## src/hw/rtl/sap_pkg.sv

```systemverilog
// Shared types and constants for the supervisor automata player.
// Holds the classified command record passed from the front end to the sequencer.
// No dependencies.
`timescale 1ns / 1ps

package sap_pkg;

	localparam int NUM_EVENTS_DEF      = 32;
	localparam int NUM_SUPERVISORS_DEF = 8;
	localparam int TABLE_DEPTH_DEF     = 4096;
	localparam int STATE_BITS_DEF      = 16;

	localparam int ADDRESS_W = 12;
	localparam int CFG_IDX_W = 2;

	localparam logic [CFG_IDX_W-1:0] CFG_CONTROLLABLE = 2'd0;
	localparam logic [CFG_IDX_W-1:0] CFG_ACTIVE       = 2'd1;

	localparam logic [2:0] MODE_WRITE = 3'd0;
	localparam logic [2:0] MODE_MEMB  = 3'd1;
	localparam logic [2:0] MODE_LOAD  = 3'd2;
	localparam logic [2:0] MODE_RESET = 3'd3;
	localparam logic [2:0] MODE_EVENT = 3'd4;

	typedef enum logic [2:0] {
		OP_NONE,
		OP_WRITE,
		OP_MEMB,
		OP_LOAD,
		OP_RESET,
		OP_EVENT
	} op_t;

	typedef struct packed {
		op_t                  op;
		logic [ADDRESS_W-1:0] address;
		logic [7:0]           byte_value;
		logic [2:0]           supervisor;
		logic [31:0]          event_mask;
		logic [15:0]          state_value;
		logic [4:0]           event_req;
	} cmd_t;

endpackage

```

## src/hw/rtl/sap_front.sv

```systemverilog
// Front end: accepts input items, classifies them and queues them for the sequencer.
// Depends on sap_pkg.
`timescale 1ns / 1ps

module sap_front #(
	parameter int NUM_EVENTS_P      = sap_pkg::NUM_EVENTS_DEF,
	parameter int NUM_SUPERVISORS_P = sap_pkg::NUM_SUPERVISORS_DEF
) (
	input  logic                            clk,
	input  logic                            arst_n,
	input  logic                            push,
	output logic                            full,
	input  logic [2:0]                      mode,
	input  logic [sap_pkg::ADDRESS_W-1:0]   address,
	input  logic [7:0]                      byte_value,
	input  logic [2:0]                      supervisor,
	input  logic [31:0]                     event_mask,
	input  logic [15:0]                     state_value,
	input  logic [4:0]                      event_req,
	output logic                            cmd_valid,
	input  logic                            cmd_pop,
	output sap_pkg::cmd_t                   cmd
);
	import sap_pkg::*;

	cmd_t       fifo_q [2];
	logic       wr_ptr_q;
	logic       rd_ptr_q;
	logic [1:0] count_q;
	cmd_t       cls;
	logic       sup_ok;
	logic       ev_ok;
	logic       do_push;
	logic       do_pop;

	assign sup_ok = int'(supervisor) < NUM_SUPERVISORS_P;
	assign ev_ok  = int'(event_req) < NUM_EVENTS_P;

	always_comb begin
		cls.address     = address;
		cls.byte_value  = byte_value;
		cls.supervisor  = supervisor;
		cls.event_mask  = event_mask;
		cls.state_value = state_value;
		cls.event_req   = event_req;
		unique case (mode)
			MODE_WRITE: cls.op = OP_WRITE;
			MODE_MEMB:  cls.op = sup_ok ? OP_MEMB : OP_NONE;
			MODE_LOAD:  cls.op = sup_ok ? OP_LOAD : OP_NONE;
			MODE_RESET: cls.op = OP_RESET;
			MODE_EVENT: cls.op = ev_ok ? OP_EVENT : OP_NONE;
			default:    cls.op = OP_NONE;
		endcase
	end

	assign full      = count_q == 2'd2;
	assign cmd_valid = count_q != 2'd0;
	assign cmd       = fifo_q[rd_ptr_q];
	assign do_push   = push && !full;
	assign do_pop    = cmd_pop && cmd_valid;

	always_ff @(posedge clk) begin
		if (do_push) begin
			fifo_q[wr_ptr_q] <= cls;
		end
	end

	always_ff @(posedge clk or negedge arst_n) begin
		if (!arst_n) begin
			wr_ptr_q <= 1'b0;
			rd_ptr_q <= 1'b0;
			count_q  <= 2'd0;
		end else begin
			if (do_push) begin
				wr_ptr_q <= !wr_ptr_q;
			end
			if (do_pop) begin
				rd_ptr_q <= !rd_ptr_q;
			end
			count_q <= count_q + 2'(do_push) - 2'(do_pop);
		end
	end

endmodule

```

## config.mk

```make
export PLATFORM = sky130hd
export DESIGN_NAME = sap_front
export DESIGN_NICKNAME = d
export VERILOG_FILES = /design/src/hw/rtl/sap_pkg.sv /design/src/hw/rtl/sap_front.sv
export SDC_FILE = /design/constraint.sdc
export NUM_CORES = 1
export LEC_CHECK = 0
export BUFFER_PORTS_ARGS = -buffer_cell sky130_fd_sc_hd__buf_2
export CAP_MARGIN = 10
export CORE_ASPECT_RATIO = 0.8
export CORE_MARGIN = 8
export CORE_UTILIZATION = 37
export CTS_BUF_LIST = sky130_fd_sc_hd__clkbuf_4
export DETAILED_ROUTE_END_ITERATION = 7
export HOLD_SLACK_MARGIN = 0.1
export SYNTH_ARGS = -nofsm -noshare
export SYNTH_HDL_FRONTEND = slang
export SYNTH_SLANG_ARGS = --single-unit
```

## constraint.sdc

```tcl
create_clock -name clk -period 10.85 [get_ports clk]
set_clock_uncertainty 0.05 [all_clocks]
set_input_delay 0.5425 -clock clk [delete_from_list [all_inputs] [get_ports clk]]
set_output_delay 0.5425 -clock clk [all_outputs]
set_load 0.02 [all_outputs]
```

==> run_results.csv, run 1 <==
group,metric,value,unit
pwr,peakVddDrop,0.000120,V
clocking,root_buffer,"clkbuf_4",
sta,min_period_over_period,30.9,%
worst_hold_path,min_path_type,"in -> reg",
placed_design,dpl_worst_slack,8.00,ns
worst_setup_path,critPathLaunchType,"register",
global_routing,grt_usage,12.1,%
die,start_util,38.1,%
pwr,power.total,0.00203,W
logic_synthesis,syn_nets,356,
logic_synthesis,yosysSeqAreaShare,76.4,%
die,die_w,162,um
die,die_h,133,um
logic_synthesis,ys_top_cells_by_area,"edfxtp_1, mux2_4, buf_12",
finish,fin_nets,607,
clocking,cts_tree,"done",
clocking,cts_htree_levels,4,
sta,finalMaxSlewViolations,0,
logic_synthesis,syn_area_per_cell,23.4,um^2
logic_synthesis,ys_ff_latch,162,
logic_synthesis,yosysTopAreaCellShare,74.9,%
logic_synthesis,syn_inst,271,
global_routing,grt_pass1_vias,3821,
global_routing,overflow,0,
sta,worst_slew_pin_slew,1.12,ns
clocking,clkTransAtPathRegs,0.11,ns
sta,max_slew_margin,25.1,%
drt,wl_per_cell,16.8,um
run,maxCapViolations,0,
logic_synthesis,syn_area,6340,um^2
clocking,clk_latency,0.53,ns
sta,fin_crit,3.35,ns
global_routing,grt_pass1_wl,20200,um
placed_design,gp_congestion,0.697,
worst_setup_path,crit_path_cell_trace,"buf_4 > mux2_4 > buf_2",
placed_design,dp_hpwl,8070,um
die,core,16700,um^2
worst_setup_path,arrival,2.76,ns
placed_design,io_buffers,163,
sta,rsz0062_at_grt,"false",
logic_synthesis,yosysUniqueCellTypes,17,
pwr,leakagePower,3.33,nW
clocking,clock-sinks,162,
worst_setup_path,critical_path_required,10.26,ns
worst_setup_path,worst-setup-path-type,"reg -> out",
sta,hold_viol,0,
worst_setup_path,end_kind,"output port",
worst_setup_path,cpMaxStageDelayCell,"dfrtp_4",
sta,setup_violations,0,
drt,drt_first_pass_iters,4,
clocking,cts_buffers,17,
worst_setup_path,cp_max_fo,41,
pwr,power_density,245,nW/um^2
logic_synthesis,synthArstFlopShare,2.47,%
die,dieArea,21600,um^2
finish,syn_to_final_growth,30.6,%
drt,num_vias,3308,
sta,worst_slack,7.50,ns
finish,final_common_cell,"buf_2",
logic_synthesis,synth_edf_count,158,
logic_synthesis,synthFlopType,"edfxtp_1",
sta,fmax,298,MHz
worst_setup_path,crit_path_max_incr_delay,0.93,ns
die,std_cell_rows,42,
clocking,ctsLongestPathBuffers,2,
logic_synthesis,ys_warn_count,0,
global_routing,antenna_found_initial,2,
drt,drt_iter0_drc,189,
drt,wl,12700,um
finish,final_cell_mix,"buf_2, edfxtp_1, mux2_4, dlygate4sd3_1, clkbuf_4",
die,boundaryPins,164,
finish,n_fill_cell,1374,
logic_synthesis,synth_top_area_cell,"edfxtp_1",
drt,via_per_inst,4.39,
drt,drcViolationCount,0,
finish,drive_above_1_share,51.8,%
sta,tns,0,ns
run_status,status,"finished, final reports clean",
clocking,post_cts_resized,0,
drt,ant_nets,0,
global_routing,grt_max_degree,80,
worst max-delay path: cells and delay by family, from the launching register on:
family	cells	cell delay, ns
buffers and inverters	2	0.91
DFF	1	0.93
muxes	1	0.37
worst paths after layout:
path	from	endpoint	slack, ns	cells after the start
max	rd_ptr_q	cmd[37]	7.50	3
min	state_value[5]	fifo_q[1][10]	0.16	1
max reg2reg	count_q[1]	fifo_q[0][46]	8.80	4
min reg2reg	count_q[1]	count_q[1]	0.49	1
max in group asynchronous	arst_n	rd_ptr_q	10.31	2
min in group asynchronous	arst_n	count_q[0]	0.31	2
routing by layer:
layer | track usage, % | up-vias | share of wire (%)
met4 | 3.39 | 2 | 0.99
met1 | 14.1 | 1601 | 42
met3 | 6.17 | 14 | 9.7
met2 | 19.4 | 123 | 47
li1 | - | 1568 | -
met5 | 0 | - | 0.10
power by group:
part	internal, W	switching [W]	total (W)
sequential	0.000857	0.0000765	0.000933
clock	0.000110	0.000198	0.000308
combinational	0.000363	0.000422	0.000786
state kept, by name, summed over array words and instances, names as in the netlist:
signal / cells
fifo_q: 158
wr_ptr_q: 1
rd_ptr_q: 1
count_q: 2
through the flow:
step	utilization [%]	std cells	area (um^2)	hold WS, ns
after floorplan	-	271	6340	0.197
after global routing	49.7	754	8280	0.101
after detailed placement	43.8	648	7300	0.303
final	49.7	754	8280	0.156
after CTS	49.6	752	8270	0.100
after global placement	43.8	648	7300	0.299
Yosys cell counts, types with 2 or more instances:
master	number
edfxtp_1	158
mux2_4	79
buf_12	8
dfrtp_1	4
xnor2_1	4
nand2_1	3
nor2_1	3
ha_1	2
inv_1	2
layout make-up:
type                            count  area [um^2]  share of cell area (%)
Clock buffer                       18          135                    1.63
Tap cell                          220          275                    3.32
Multi-Input combinational cell     98         1330                    16.0
Inverter                            2         7.51                  0.0907
Antenna cell                        1         2.50                  0.0302
Timing Repair Buffer              241         1590                    19.2
Sequential cell                   162         4850                    58.6
Clock inverter                     12         95.1                    1.15
cell families after synthesis:
logic type	count (synthesis)	share of synthesized area, %
buf+inv	11	2.82
compound gates	2	0.158
fa+ha+maj	2	0.395
flops	162	76.4
xor+xnor	5	0.691
simple gates	10	0.790
mux	79	18.7
repair_timing:
| action | CTS | global route |
|---|---|---|
| hold buffers | 74 | 1 |
| buffers inserted | 0 | 0 |
| endpoints found under the setup margin | 0 | 0 |
| endpoints found under the hold margin | 146 | 2 |
(Power assumes the default switching activity.)
==> run 2, diff against run 1 <==
--- a/config.mk
+++ b/config.mk
@@ -5,6 +5,7 @@
 export SDC_FILE = /design/constraint.sdc
 export NUM_CORES = 1
 export LEC_CHECK = 0
+export ABC_AREA = 1
 export BUFFER_PORTS_ARGS = -buffer_cell sky130_fd_sc_hd__buf_2
 export CAP_MARGIN = 10
 export CORE_ASPECT_RATIO = 0.8
==> constraint.sdc (replaced) <==
create_clock -name clk -period 2.75 [get_ports clk]
set_clock_uncertainty 0.05 [all_clocks]
set_input_delay 0.1375 -clock clk [delete_from_list [all_inputs] [get_ports clk]]
set_output_delay 0.1375 -clock clk [all_outputs]
set_load 0.02 [all_outputs]
==> run 2 against run 1 <==
Setup slack worse by 7.0 ns; clock power grew to 4.9 times the previous value; global-route usage is 1.4 points higher; core utilization is 0.66 points higher; critical endpoint is now cmd[5].
==> run_results.csv, run 2 <==
group,metric,value,unit
die,std_cell_rows,42,
finish,syn_to_final_growth,35.3,%
worst_setup_path,end_kind,"output port",
placed_design,post_dp_cell_area,7050,um^2
sta,rsz0062_at_grt,"false",
worst_hold_path,min_to,"fifo_q[0][74]",
global_routing,overflow,0,
sta,hold_viol,0,
run_status,status,"finished, final reports clean",
logic_synthesis,syn_area_per_cell,13.4,um^2
pwr,leakagePower,3.55,nW
clocking,post_cts_resized,0,
worst_setup_path,cp_max_fo,37,
logic_synthesis,synth_top_area_cell,"edfxtp_1",
logic_synthesis,synth_edf_count,158,
global_routing,grt_pass1_vias,4352,
placed_design,dpl_worst_slack,1.07,ns
clocking,ctsLongestPathBuffers,2,
global_routing,grt_usage,13.5,%
drt,drt_first_pass_iters,4,
drt,wl,13700,um
finish,largest-register,"fifo_q",
clocking,cts_buffers,17,
finish,fin_nets,792,
logic_synthesis,synth_compound_area_share,0.206,%
logic_synthesis,ys_ff_latch,162,
placed_design,io_buffers,163,
die,dieArea,20800,um^2
worst_setup_path,critPathLaunchType,"register",
logic_synthesis,synthArstFlopShare,2.47,%
sta,setup_violations,0,
logic_synthesis,synth_adder_area_share,0.413,%
worst_setup_path,r2r_setup_slack,1.05,ns
worst_setup_path,worst-setup-path-type,"reg -> out",
die,boundaryPins,164,
die,core,16300,um^2
clocking,cts_htree_levels,4,
die,die_w,159,um
worst_setup_path,arrival,2.02,ns
worst_setup_path,r2r-start,"count_q[0]",
logic_synthesis,syn_nets,537,
logic_synthesis,yosysUniqueCellTypes,12,
clocking,cts_tree,"done",
logic_synthesis,ys_warn_count,0,
logic_synthesis,syn_area,6060,um^2
drt,num_vias,4091,
drt,drt_iter0_drc,262,
clocking,clkTransAtPathRegs,0.13,ns
sta,tns,0,ns
logic_synthesis,yosysMostFrequentCell,"nand2_1",
global_routing,grt_pass1_wl,21900,um
finish,largest_registers,"fifo_q x158, count_q x2",
worst_setup_path,r2r_end,"fifo_q[1][26]",
pwr,power_density,989,nW/um^2
drt,ant_nets,0,
sta,worst_slew_pin_slew,0.612,ns
worst_hold_path,hold_path_depth,2,
finish,largest_register_ffs,158,
placed_design,dp_hpwl,8800,um
drt,drcViolationCount,0,
worst_hold_path,min_from,"address[10]",
finish,drive_above_1_share,28.1,%
logic_synthesis,ys_top_cells_by_area,"edfxtp_1, nand2_1, buf_6",
finish,n_fill_cell,1457,
worst_setup_path,critical_path_required,2.56,ns
finish,final_cell_mix,"nand2_1, buf_2, edfxtp_1, dlygate4sd3_1, clkbuf_4",
finish,final_cells,940,
sta,max_slew_margin,59.2,%
clocking,clock-sinks,162,
drt,via_per_inst,4.35,
logic_synthesis,syn_inst,452,
drt,wl_per_cell,14.6,um
worst_hold_path,min_path_type,"in -> reg",
logic_synthesis,yosysSeqAreaShare,79.9,%
run,maxCapViolations,0,
sta,fin_hold_ws,0.270,ns
global_routing,antenna_found_initial,1,
placed_design,place_inst,824,
sta,finalMaxSlewViolations,0,
finish,final_common_cell,"nand2_1",
sta,fmax,452,MHz
logic_synthesis,synth_common_cells,"nand2_1, edfxtp_1, inv_1",
placed_design,gp_congestion,0.756,
logic_synthesis,synthXorXnorAreaFrac,0,%
sta,worst_slack,0.538,ns
pwr,peakVddDrop,0.000493,V
clocking,root_buffer,"clkbuf_4",
logic_synthesis,synth_simple_gate_area_share,16.0,%
logic_synthesis,synthFlopType,"edfxtp_1",
sta,min_period_over_period,80.4,%
logic_synthesis,synth_top_family_by_area,"simple AND/OR/NAND/NOR gates",
finish,final_area,8210,um^2
logic_synthesis,yosysTopAreaCellShare,78.2,%
die,start_util,37.2,%
die,die_h,131,um
worst_setup_path,ff2ff_path_depth,5,
clocking,clk_latency,0.52,ns
logic_synthesis,synth_mux_area_share,0,%
global_routing,grt_max_degree,81,
sta,fin_crit,2.21,ns
run 2: worst max path at each step:
| stage | from | to | slack, ns | depth (start not counted) |
|---|---|---|---|---|
| 6_report | rd_ptr_q | cmd[5] | 0.54 | 4 |
| 5_1_grt | rd_ptr_q | cmd[36] | 0.29 | 4 |
| 4_1_cts | rd_ptr_q | cmd[5] | 0.45 | 4 |
| 3_5_place_dp | count_q[0] | fifo_q[1][26] | 1.07 | 5 |
| 3_3_place_gp | count_q[1] | fifo_q[1][26] | 1.09 | 4 |
| 2_1_floorplan | wr_ptr_q | fifo_q[0][0] | 0.16 | 3 |
run 2: per-layer routing:
metal | GRT usage, % | up-vias | wire, um
li1 | - | 2022 | -
met1 | 15.3 | 1941 | 5900
met2 | 23.1 | 120 | 6630
met3 | 6.04 | 8 | 1080
met4 | 4.04 | 0 | 117
met5 | 0 | - | 0
run 2: where the power goes:
group          leakage (nW)  internal [W]  switching (W)
clock network         0.168      0.000742       0.000773
registers              1.52       0.00336       0.000170
logic                  1.87      0.000881        0.00219
run 2: cells by family after synthesis:
| logic type | Yosys count |
|---|---|
| buffers and inverters | 28 |
| adders and majority gates | 2 |
| AOI/OAI and AO/OA | 2 |
| and+or+nand+nor | 258 |
| DFF | 162 |
run 2: timing repair:
action	in CTS	in global routing
hold buffers	84	0
endpoints found under the hold margin	165	0
buffers inserted	0	0
run 2: area by class of cell:
class,count,area [um^2],share of cell area (%)
sequential,162,4850,59.1
timing repair buffer,253,1700,20.7
multi-input combinational,262,1020,12.4
tap,220,275,3.35
clock inverter,11,163,1.98
clock buffer,20,150,1.83
inverter,11,50.0,0.610
antenna,1,2.50,0.0305
run 2: critical path: stages (launching register included):
cell and delay [ns]:
dfrtp_2 0.63, buf_4 0.44, nand2_1 0.11, nand2_1 0.10, buf_2 0.17
run 2: through the flow:
stage	power [W]	utilization, %
floorplan	0.00567	-
global placement	0.00659	43.3
detailed placement	0.00664	43.3
CTS	0.00825	50.4
global route	0.00867	50.4
finish	0.00812	50.4
==> run 3, diff against run 2 <==
==> constraint.sdc (replaced) <==
create_clock -name clk -period 1.9 [get_ports clk]
set_clock_uncertainty 0.05 [all_clocks]
set_input_delay 0.095 -clock clk [delete_from_list [all_inputs] [get_ports clk]]
set_output_delay 0.095 -clock clk [all_outputs]
set_load 0.02 [all_outputs]
==> run 3 against run 2 <==
Sequential share of layout area fell by 6.5 points; via count rose by 5.9%; clock power rose by 49%; sequential power rose by 44%; setup slack got worse by 0.49 ns; total power rose by 76%; routed wire length rose by 23%; largest cell class unchanged; highest routed layer unchanged.
==> run_results.csv, run 3 (synthesis gave the netlist of run 2 again) <==
group,metric,value,unit
finish,syn_to_final_growth,52.0,%
sta,worst_slew_pin_slew,0.282,ns
finish,largest_register_ffs,158,
global_routing,grt_pass1_vias,4380,
placed_design,gp_congestion,0.746,
finish,fin_nets,807,
clocking,cts_buffers,17,
pwr,leakagePower,3.88,nW
finish,largest-register,"fifo_q",
worst_setup_path,crit_path_max_incr_delay,0.53,ns
die,start_util,37.2,%
worst_setup_path,critPathTopFamily,"flip-flops",
global_routing,overflow,0,
run,maxCapViolations,0,
worst_setup_path,arrival,1.70,ns
sta,rsz0062_at_grt,"true",
die,std_cell_rows,42,
die,dieArea,20800,um^2
drt,wl_per_cell,17.7,um
placed_design,dpl_worst_slack,0.431,ns
finish,final_common_cell,"nand2_1",
clocking,cts_tree,"done",
worst_setup_path,crit_buf_inv,3,
drt,drt_first_pass_iters,4,
finish,final_cell_mix,"nand2_1, edfxtp_1, buf_2, dlygate4sd3_1, nand2_2",
global_routing,grt_pass1_wl,22500,um
die,boundaryPins,164,
worst_setup_path,r2r-start,"count_q[1]",
worst_setup_path,end_kind,"output port",
finish,diodes,0,
drt,via_per_inst,4.54,
drt,ant_nets,0,
clocking,clock-sinks,162,
worst_setup_path,cp-startpoint,"rd_ptr_q",
run_status,status,"finished, final reports clean",
worst_hold_path,min_from,"state_value[8]",
pwr,peakVddDrop,0.000767,V
sta,setup_violations,0,
sta,worst_slack,0.0504,ns
finish,largest_registers,"fifo_q x158, count_q x2",
pwr,power_density,1550,nW/um^2
finish,n_fill_cell,1313,
worst_setup_path,cpMaxStageDelayCell,"dfrtp_4",
finish,drive_above_1_share,41.1,%
die,core,16300,um^2
worst_setup_path,cp_max_fo,7,
finish,final_core_util,56.6,%
sta,finalMaxSlewViolations,0,
clocking,root_buffer,"clkbuf_4",
global_routing,antenna_found_initial,0,
worst_hold_path,min_path_type,"in -> reg",
worst_setup_path,critPathLaunchType,"register",
die,die_h,131,um
drt,num_vias,4332,
sta,max_slew_margin,81.2,%
global_routing,grt_max_degree,81,
global_routing,grt_usage,13.9,%
drt,wl,16900,um
die,die_w,159,um
drt,drt_iter0_drc,261,
clocking,ctsLongestPathBuffers,2,
worst_setup_path,critical_path_required,1.75,ns
sta,hold_viol,0,
placed_design,dp_hpwl,8580,um
drt,drcViolationCount,0,
sta,fin_crit,1.85,ns
clocking,clk_latency,0.56,ns
sta,min_period_over_period,97.3,%
worst_setup_path,worst-setup-path-type,"reg -> out",
placed_design,io_buffers,163,
clocking,clkTransAtPathRegs,0.13,ns
worst_setup_path,crit_path_cell_trace,"buf_12 > clkbuf_16 > nand2_4 > nand2_2 > buf_6",
sta,fmax,541,MHz
clocking,cts_htree_levels,4,
[run 3: stage by stage]
stage	std cells	total power (W)	setup TNS (ns)	instance area, um^2	hold WS [ns]
global route	955	0.0151	-0.963	9220	0.151
floorplan	452	0.00822	-44.78	6090	-0.251
CTS	940	0.0122	-1.26	8300	0.142
finish	955	0.0143	0	9220	0.198
detailed placement	824	0.00977	0	7120	-0.144
global placement	824	0.00968	0	7120	-0.144
[run 3: area by class of cell]
| cell class | instances | area (um^2) | share of cell area, % |
|---|---|---|---|
| sequential | 162 | 4850 | 52.6 |
| timing repair buffer | 266 | 2380 | 25.9 |
| multi-input combinational | 262 | 1260 | 13.6 |
| tap | 220 | 275 | 2.99 |
| clock inverter | 14 | 186 | 2.02 |
| clock buffer | 18 | 135 | 1.47 |
| inverter | 11 | 71.3 | 0.774 |
| timing repair inverter | 2 | 60.1 | 0.651 |
[run 3: final timing paths]
check,end,slack [ns],cells after the start
setup / recovery,cmd[11],0.05,5
hold reg to reg,wr_ptr_q,0.46,2
hold / removal,fifo_q[0][13],0.20,2
min in group asynchronous,count_q[1],0.37,3
setup reg to reg,count_q[1],0.39,10
max in group asynchronous,rd_ptr_q,1.21,3
[run 3: per-layer routing]
layer  routed length, um  track usage, %  share of wire, %  up-vias
met5                   0               0                 0        -
met4                 194            5.09               1.2        0
met3                1050            5.13               6.2       18
met2                8520            23.6                51      151
met1                7090            16.0                42     2099
li1                    -               -                 -     2064
[run 3: power by group]
part | internal, W | leakage [nW] | total [W] | switching [W]
sequential | 0.00487 | 1.52 | 0.00510 | 0.000236
combinational | 0.00283 | 2.19 | 0.00693 | 0.00411
clock | 0.00105 | 0.172 | 0.00227 | 0.00122
[run 3: repair_timing]
action,CTS,global route
setup buffers,0,4
resized for setup,2,222
hold buffers,84,0
gates cloned,0,11
endpoints found under the hold margin,198,0
pin swaps,0,16
endpoints found under the setup margin,79,79
